[src/hw/rtl/slps_pkg.sv]
// types, constants and helpers for the status led pattern sequencer
`default_nettype none

package slps_pkg;

	localparam int unsigned PhaseW = 7;
	localparam int unsigned LevelW = 3;

	typedef logic [PhaseW-1:0] phase_t;
	typedef logic [LevelW-1:0] level_t;
	typedef logic [PhaseW-1:0] signal_t;

	typedef struct packed {
		logic    power_off;
		logic    modem_init;
		logic    ota_active;
		level_t  network_level;
		logic    link_active;
		logic    alarm;
		logic    low_battery;
		level_t  key_test;
		logic    no_sim;
		logic    data_connected;
		signal_t gps_signal;
		logic    gps_fix;
	} status_t;

	typedef struct packed {
		logic work_led;
		logic gps_led;
		logic modem_led;
		logic data_led;
	} leds_t;

	// key test codes
	localparam level_t KEY_NONE  = 3'd0;
	localparam level_t KEY_DATA  = 3'd1;
	localparam level_t KEY_WORK  = 3'd2;
	localparam level_t KEY_GPS   = 3'd3;
	localparam level_t KEY_MODEM = 3'd4;

	localparam level_t NET_LEVEL_1 = 3'd2;
	localparam level_t NET_LEVEL_2 = 3'd3;
	localparam level_t NET_LEVEL_3 = 3'd4;

	localparam signal_t THRESHOLD_RESET = 7'd15;

	// cycle ends of the phase counters
	localparam phase_t MODEM_INIT_END = 7'd20;
	localparam phase_t LINK_END       = 7'd40;
	localparam phase_t CYCLE_END      = 7'd100;
	localparam phase_t ALARM_END      = 7'd80;
	localparam phase_t NORMAL_END     = 7'd40;

	localparam phase_t GPS_ON_AT  = 7'd50;
	localparam phase_t GPS_OFF_AT = 7'd52;

	function automatic phase_t count_to(input phase_t v, input phase_t last);
		return (v >= last) ? '0 : phase_t'(v + 7'd1);
	endfunction

endpackage

`default_nettype wire

[src/hw/rtl/slps_chan_if.sv]
// valid/ready channel carrying one payload beat
`default_nettype none

interface slps_chan_if #(
	parameter type T = logic
);
	logic valid;
	logic ready;
	T     data;

	modport source(output valid, output data, input ready);
	modport sink(input valid, input data, output ready);
endinterface

`default_nettype wire

[src/hw/rtl/status_led_pattern_sequencer.sv]
// status led pattern sequencer: one status tick in, four led levels out
// an accepted status beat passes the input register and then the led register to become its led beat
// one beat per cycle while the led channel is not stalled; the phase counters and led levels update in one pass
// a stalled led beat holds the input register, and status is still taken while it is empty
// reset: phases zero, all leds off, signal threshold 15, both stages empty
`default_nettype none

module status_led_pattern_sequencer (
	input  wire logic         clk,
	input  wire logic         arst_n,
	slps_chan_if.sink         cfg,
	slps_chan_if.sink         status,
	slps_chan_if.source       leds
);
	import slps_pkg::*;

	status_t status_s1;
	logic    valid_s1;
	logic    valid_s2;
	logic    advance;

	signal_t threshold_q;
	phase_t  net_phase_q;
	phase_t  modem_phase_q;
	phase_t  power_phase_q;
	leds_t   led_q;

	phase_t  net_d;
	phase_t  modem_d;
	phase_t  power_d;
	leds_t   led_d;

	assign advance      = !valid_s2 || leds.ready;
	assign status.ready = !valid_s1 || advance;
	assign cfg.ready    = 1'b1;
	assign leds.valid   = valid_s2;
	assign leds.data    = led_q;

	always_ff @(posedge clk) begin
		if (status.valid && status.ready) begin
			status_s1 <= status.data;
		end
	end

	always_ff @(posedge clk or negedge arst_n) begin
		if (!arst_n) begin
			valid_s1 <= 1'b0;
			valid_s2 <= 1'b0;
		end else begin
			if (status.ready) begin
				valid_s1 <= status.valid;
			end
			if (advance) begin
				valid_s2 <= valid_s1;
			end
		end
	end

	always_ff @(posedge clk or negedge arst_n) begin
		if (!arst_n) begin
			threshold_q <= THRESHOLD_RESET;
		end else if (cfg.valid) begin
			threshold_q <= cfg.data;
		end
	end

	// one tick through the priority chain
	always_comb begin
		phase_t old_net;
		old_net = net_phase_q;
		net_d   = net_phase_q;
		modem_d = modem_phase_q;
		power_d = power_phase_q;
		led_d   = led_q;

		if (status_s1.power_off) begin
			led_d = '0;
		end else if (status_s1.modem_init) begin
			modem_d = count_to(modem_phase_q, MODEM_INIT_END);
			if (modem_d == 7'd1) begin
				led_d.modem_led = 1'b1;
			end else if (modem_d == 7'd2) begin
				led_d.modem_led = 1'b0;
			end
		end else if (status_s1.ota_active) begin
			if (modem_phase_q != '0) begin
				modem_d         = '0;
				led_d.modem_led = 1'b1;
				led_d.gps_led   = 1'b0;
			end else begin
				modem_d         = 7'd1;
				led_d.modem_led = 1'b0;
				led_d.gps_led   = 1'b1;
			end
		end else begin
			// network strength pulses on the data led
			net_d = phase_t'(old_net + 7'd1);
			case (old_net)
				7'd1, 7'd8: begin
					if (status_s1.network_level >= NET_LEVEL_1) led_d.data_led = 1'b1;
				end
				7'd15: begin
					if (status_s1.network_level >= NET_LEVEL_2) led_d.data_led = 1'b1;
				end
				7'd22: begin
					if (status_s1.network_level == NET_LEVEL_3) led_d.data_led = 1'b1;
				end
				7'd4, 7'd11, 7'd18, 7'd25: led_d.data_led = 1'b0;
				CYCLE_END: net_d = '0;
				default: ;
			endcase

			if (status_s1.link_active) begin
				modem_d = count_to(modem_phase_q, LINK_END);
				if (modem_d == 7'd1) begin
					led_d.modem_led = 1'b1;
				end else if (modem_d == 7'd2) begin
					led_d.modem_led = 1'b0;
				end
			end else begin
				power_d = count_to(power_phase_q, CYCLE_END);
				if (status_s1.alarm) begin
					case (power_d)
						7'd1, 7'd8:  led_d.work_led = 1'b1;
						7'd4, 7'd11: led_d.work_led = 1'b0;
						ALARM_END:   power_d = '0;
						default: ;
					endcase
				end else if (status_s1.low_battery) begin
					case (power_d)
						7'd1, 7'd8, 7'd15:  led_d.work_led = 1'b1;
						7'd4, 7'd11, 7'd18: led_d.work_led = 1'b0;
						default: ;
					endcase
				end else begin
					case (power_d)
						7'd1:       led_d.work_led = 1'b1;
						7'd4:       led_d.work_led = 1'b0;
						NORMAL_END: power_d = '0;
						default: ;
					endcase
				end

				case (status_s1.key_test)
					KEY_DATA:  led_d.data_led  = 1'b0;
					KEY_WORK:  led_d.work_led  = 1'b0;
					KEY_GPS:   led_d.gps_led   = 1'b0;
					KEY_MODEM: led_d.modem_led = 1'b0;
					default: ;
				endcase

				modem_d = count_to(modem_phase_q, CYCLE_END);
				case (modem_d)
					7'd1: begin
						if (!status_s1.no_sim) led_d.modem_led = 1'b1;
					end
					7'd8: begin
						if (!status_s1.no_sim && status_s1.data_connected &&
						    (status_s1.gps_signal > threshold_q)) begin
							led_d.modem_led = 1'b1;
						end
					end
					7'd4, 7'd11: led_d.modem_led = 1'b0;
					GPS_ON_AT: begin
						if (status_s1.gps_fix) led_d.gps_led = 1'b1;
					end
					GPS_OFF_AT: led_d.gps_led = 1'b0;
					default: ;
				endcase
			end
		end
	end

	always_ff @(posedge clk or negedge arst_n) begin
		if (!arst_n) begin
			net_phase_q   <= '0;
			modem_phase_q <= '0;
			power_phase_q <= '0;
			led_q         <= '0;
		end else if (valid_s1 && advance) begin
			net_phase_q   <= net_d;
			modem_phase_q <= modem_d;
			power_phase_q <= power_d;
			led_q         <= led_d;
		end
	end

	a_power_off_dark: assert property (@(posedge clk) disable iff (!arst_n)
		valid_s1 && advance && status_s1.power_off |=> leds.valid && (led_q == '0))
		else $error("power-off beat did not blank the leds");

	a_net_phase_range: assert property (@(posedge clk) disable iff (!arst_n)
		net_phase_q <= CYCLE_END)
		else $error("net phase left its cycle");

	a_power_phase_range: assert property (@(posedge clk) disable iff (!arst_n)
		power_phase_q <= CYCLE_END)
		else $error("power phase left its cycle");

	a_modem_init_range: assert property (@(posedge clk) disable iff (!arst_n)
		valid_s1 && advance && !status_s1.power_off && status_s1.modem_init
		|=> modem_phase_q <= MODEM_INIT_END)
		else $error("modem init phase beyond its end");

	a_ready_when_empty: assert property (@(posedge clk) disable iff (!arst_n)
		!valid_s2 |-> status.ready)
		else $error("status stalled while led stage empty");

endmodule

`default_nettype wire

[src/flat_wrapper.sv]
// flat-port wrapper written by rule: the top's interface ports become plain ports
module status_led_pattern_sequencer_flat import slps_pkg::*;
  (clk, arst_n, cfg_valid, cfg_data, cfg_ready, status_valid, status_data, status_ready, leds_valid, leds_data, leds_ready);
  slps_chan_if #(.T(signal_t)) cfg_i ();
  slps_chan_if #(.T(status_t)) status_i ();
  slps_chan_if #(.T(leds_t)) leds_i ();
  input  wire logic clk;
  input  wire logic arst_n;
  input wire logic [$bits(cfg_i.valid)-1:0] cfg_valid;
  input wire logic [$bits(cfg_i.data)-1:0] cfg_data;
  output wire logic [$bits(cfg_i.ready)-1:0] cfg_ready;
  input wire logic [$bits(status_i.valid)-1:0] status_valid;
  input wire logic [$bits(status_i.data)-1:0] status_data;
  output wire logic [$bits(status_i.ready)-1:0] status_ready;
  output wire logic [$bits(leds_i.valid)-1:0] leds_valid;
  output wire logic [$bits(leds_i.data)-1:0] leds_data;
  input wire logic [$bits(leds_i.ready)-1:0] leds_ready;
  assign cfg_i.valid = cfg_valid;
  assign cfg_i.data = cfg_data;
  assign cfg_ready = cfg_i.ready;
  assign status_i.valid = status_valid;
  assign status_i.data = status_data;
  assign status_ready = status_i.ready;
  assign leds_valid = leds_i.valid;
  assign leds_data = leds_i.data;
  assign leds_i.ready = leds_ready;
  status_led_pattern_sequencer u_core (.clk(clk), .arst_n(arst_n), .cfg(cfg_i), .status(status_i), .leds(leds_i));
endmodule
[config.mk]
export PLATFORM = sky130hd
export DESIGN_NAME = status_led_pattern_sequencer_flat
export DESIGN_NICKNAME = d
export VERILOG_FILES = /design/src/hw/rtl/slps_pkg.sv /design/src/hw/rtl/slps_chan_if.sv /design/src/hw/rtl/status_led_pattern_sequencer.sv /design/src/flat_wrapper.sv
export SDC_FILE = /design/constraint.sdc
export NUM_CORES = 1
export LEC_CHECK = 0
export BUFFER_PORTS_ARGS = -buffer_cell sky130_fd_sc_hd__buf_2
export CAP_MARGIN = 25
export CORE_MARGIN = 2
export CORE_UTILIZATION = 40
export DETAILED_ROUTE_END_ITERATION = 7
export REMOVE_ABC_BUFFERS = 1
export SYNTH_ARGS = -nofsm -noshare
export SYNTH_HDL_FRONTEND = slang
export SYNTH_SLANG_ARGS = --single-unit
[constraint.sdc]
create_clock -name clk -period 3.1 [get_ports clk]
set_input_delay 0.155 -clock clk [delete_from_list [all_inputs] [get_ports clk]]
set_output_delay 0.155 -clock clk [all_outputs]
set_load 0.02 [all_outputs]
==> out/results.txt <==
First DRT Iteration DRCs: 222
Peak VDD IR: 0.315 mV
Die area: 9990 sq um
Buf/Inv on CP: 0
Site row count: 35
Core area: 9060 sq um
GPL Wtd Cong: 0.879
Tot GR Track Use: 0.171
YS warnings: 0
Final Non-Filler Cells: 532
Setup Crit Path Kind: flip-flop to flip-flop
Setup TNS: 0 ns
Post-CTS Resized: 0
Worst-case clock skew: 0.00685 ns
Nets: 469
Clk buf depth: 2
Worst Hold End: u_core.status_s1[0]
Max-Cap Viols: 0
IO Port Bufs: 39
CP Cell Sequence: ha_1 -> xor2_1 -> a22oi_1 -> or4b_1 -> a21oi_1 -> a2111oi_0 -> a21o_1
CP delay by family, top: flip-flops
Comb pwr share: 0.359
Post-synthesis cell area: 3680 sq um
CP Capture Type: flip-flop
Antenna violations before repair: 0
Worst-path clk slew: 0.10 ns
Area grow syn2layout: 9.68%
Crit share post-route: 0.827
Number of synthesized flops with an enable pin: 22
Clock share of power: 0.200
Fillers: 858
R2R depth: 7
Sw Share: 0.386
DR WL met2: 3950 um
WL final: 8190 um
CP required: 3.31 ns
Pwr dens: 593 nW/um^2
Vias in the first global route: 2818
Wire length on met1: 3780 um
CTS H-tree lvls: 2
Cell-internal power: 1.47 mW
CP Launch Type: flip-flop
Setup violations, final: 0
Most frequent cells in the layout: nand2_1 (44), buf_2 (39), o21ai_0 (33)
HP Class: primary input to flip-flop
Mapped Cells: 396
Met3 WL: 343 um
DR vias: 3072
Leakage Power: 1.60 nW
Num CTS Buffers: 5
Hold_ws: 0.0103 ns
R2R Path End: u_core.leds.data[3]
Post-CTS Setup Inserts: 0
Residual DRC: 0
Hold path startpoint: status_data[0]
Worst Hold Depth: 1
Status: finished, final reports clean
First-pass GRT wire length: 13800 um
Async set or reset register ratio after synthesis: 0.607
Max-slew violations: 0
Via density: 5.77
Worst rel slew slack: 0.380
Congestion Overflow GR: 0
CP max-delay cell: dfrtp_1
IO Count: 41
Pre-antenna DRT Iters: 5
Top Layer Used: met4
Reg2Reg Launch Point: u_core.power_phase_q[0]
Commonest non-fill, non-tap cell in the layout: nand2_1
Syn avg cell area: 9.30 sq um
CTS tree: built
CP max FO: 14
FF-to-FF setup slack: 0.54 ns
Reg power frac: 0.441
Min Tclk post-route: 2.56 ns
Largest net degree at the start of global routing: 35
Max incr delay on CP: 0.60 ns
DIE WIDTH: 99.9 um
Share of cells above drive strength 1: 0.169
RSZ-0062 raised after global routing: no
# placed instances: 521
NetSw: 0.923 mW
Slew @ Worst Pin: 0.930 ns
Post-detail-place hpwl: 5940 um
Register area: 1520 sq um
Worst-skew pair later-pin latency: 0.31 ns
Synth cell types: 77
Post-DRT Antenna Nets: 0
Starting Density: 0.406
Sequential area share after synthesis: 0.412
Most used DFF post-synth: dfrtp_1
Final Hold Fails: 0
CP arrival: 2.77 ns
Root buffer cell: clkbuf_8
Synth Register Bits: 56
Multi-input gate area: 1930 sq um
Fmax: 390 MHz
# clock sinks: 56
Number of diodes: 0
Die Y: 99.9 um
Total power: 2.39 mW
WL per Instance: 15.4 um
[cells by family (layout without fill, tap and decap cells)]
| logic type | Yosys count | count (layout) | synth area share |
|---|---|---|---|
| XOR/XNOR | 10 | 10 | 0.0258 |
| adder cells (fa/ha/maj) | 15 | 15 | 0.0510 |
| buffers and inverters | 50 | 75 | 0.0632 |
| other | 1 | 1 | 0.00102 |
| flip-flops | 56 | 56 | 0.412 |
| multiplexers | 5 | 5 | 0.0146 |
| AO/OA/AOI/OAI | 111 | 111 | 0.211 |
| AND/OR/NAND/NOR | 148 | 148 | 0.222 |
[synthesized netlist by cell type (3+ instances only)]
| cell | n | area (sq um) |
|---|---|---|
| inv_1 | 23 | 86.3 |
| edfxtp_1 | 22 | 661 |
| dfrtp_1 | 30 | 751 |
| nand2_1 | 44 | 165 |
| nor2b_1 | 3 | 18.8 |
| a21oi_1 | 18 | 90.1 |
| and2_1 | 4 | 25.0 |
| buf_4 | 5 | 37.5 |
| clkbuf_1 | 6 | 22.5 |
| and3_1 | 4 | 25.0 |
| buf_2 | 14 | 70.1 |
| dfstp_2 | 4 | 105 |
| nand4_1 | 4 | 25.0 |
| a21o_1 | 4 | 30.0 |
| mux2_2 | 3 | 33.8 |
| o21ai_0 | 33 | 165 |
| nor2_1 | 22 | 82.6 |
| nor4_1 | 3 | 18.8 |
| o31ai_1 | 7 | 52.6 |
| nor3_1 | 13 | 65.1 |
| nor4_2 | 3 | 37.5 |
| o22ai_1 | 4 | 25.0 |
| ha_1 | 15 | 188 |
| a31oi_1 | 7 | 43.8 |
| o41ai_1 | 5 | 43.8 |
| nand3_1 | 14 | 70.1 |
| nand3b_1 | 3 | 22.5 |
| xor2_1 | 3 | 26.3 |
| nor3b_1 | 3 | 22.5 |
| xnor2_1 | 6 | 52.6 |
| nand2b_1 | 7 | 43.8 |
| o211ai_1 | 3 | 22.5 |
[final cells by class]
class,instances,area share
Sequential cell,56,0.375
Clock inverter,3,0.00929
Inverter,23,0.0214
Clock buffer,5,0.0170
Multi-Input combinational cell,290,0.479
Tap cell,111,0.0344
Timing Repair Buffer,44,0.0638
[worst max-delay path by stage]
stage                       startpoint                  end  slack [ns]  cells after the start
4_1_cts        u_core.modem_phase_q[0]  u_core.leds.data[1]        0.55                      8
3_3_place_gp   u_core.modem_phase_q[0]  u_core.leds.data[1]        0.65                      8
2_1_floorplan  u_core.modem_phase_q[0]  u_core.leds.data[1]        0.80                      8
6_report       u_core.power_phase_q[0]  u_core.leds.data[3]        0.54                      7
3_5_place_dp   u_core.modem_phase_q[0]  u_core.leds.data[1]        0.58                      8
5_1_grt        u_core.power_phase_q[0]  u_core.leds.data[3]        0.33                      7
[flip-flops by register name, summed over array words and instances (netlist names)]
register and cells:
u_core.threshold_q 7, u_core.power_phase_q 7, u_core.valid_s1 1, u_core.leds.valid 1, u_core.modem_phase_q 7, u_core.leds.data 4
u_core.net_phase_q 7, u_core.status_s1 22
[metrics by stage]
| stage | worst slack, ns | area (sq um) | util |
|---|---|---|---|
| 2_1_floorplan | 0.804 | 3540 | - |
| 3_3_place_gp | 0.646 | 3880 | 0.429 |
| 6_report | 0.537 | 4040 | 0.446 |
| 4_1_cts | 0.553 | 4000 | 0.441 |
| 3_5_place_dp | 0.582 | 3880 | 0.429 |
| 5_1_grt | 0.325 | 4040 | 0.446 |
[power by group through the flow]
stage	logic [mW]	clock network, mW	registers, mW
finish	0.860	0.478	1.06
CTS	0.849	0.492	1.05
detailed placement	0.841	0	1.07
global placement	0.835	0	1.06
floorplan	0.596	0	1.06
global route	0.964	0.524	1.08
[what timing repair did]
item,4_1_cts,5_1_grt
hold endpoints to repair,30,1
hold buffers,1,1
setup endpoints to repair,0,0
[layer usage]
layer  track usage  vias up
met5             0        -
li1              -     1508
met3        0.0209        7
met2         0.287       84
met1         0.233     1473
met4        0.0474        0
No activity file was read; power rests on OpenSTA's default activity.
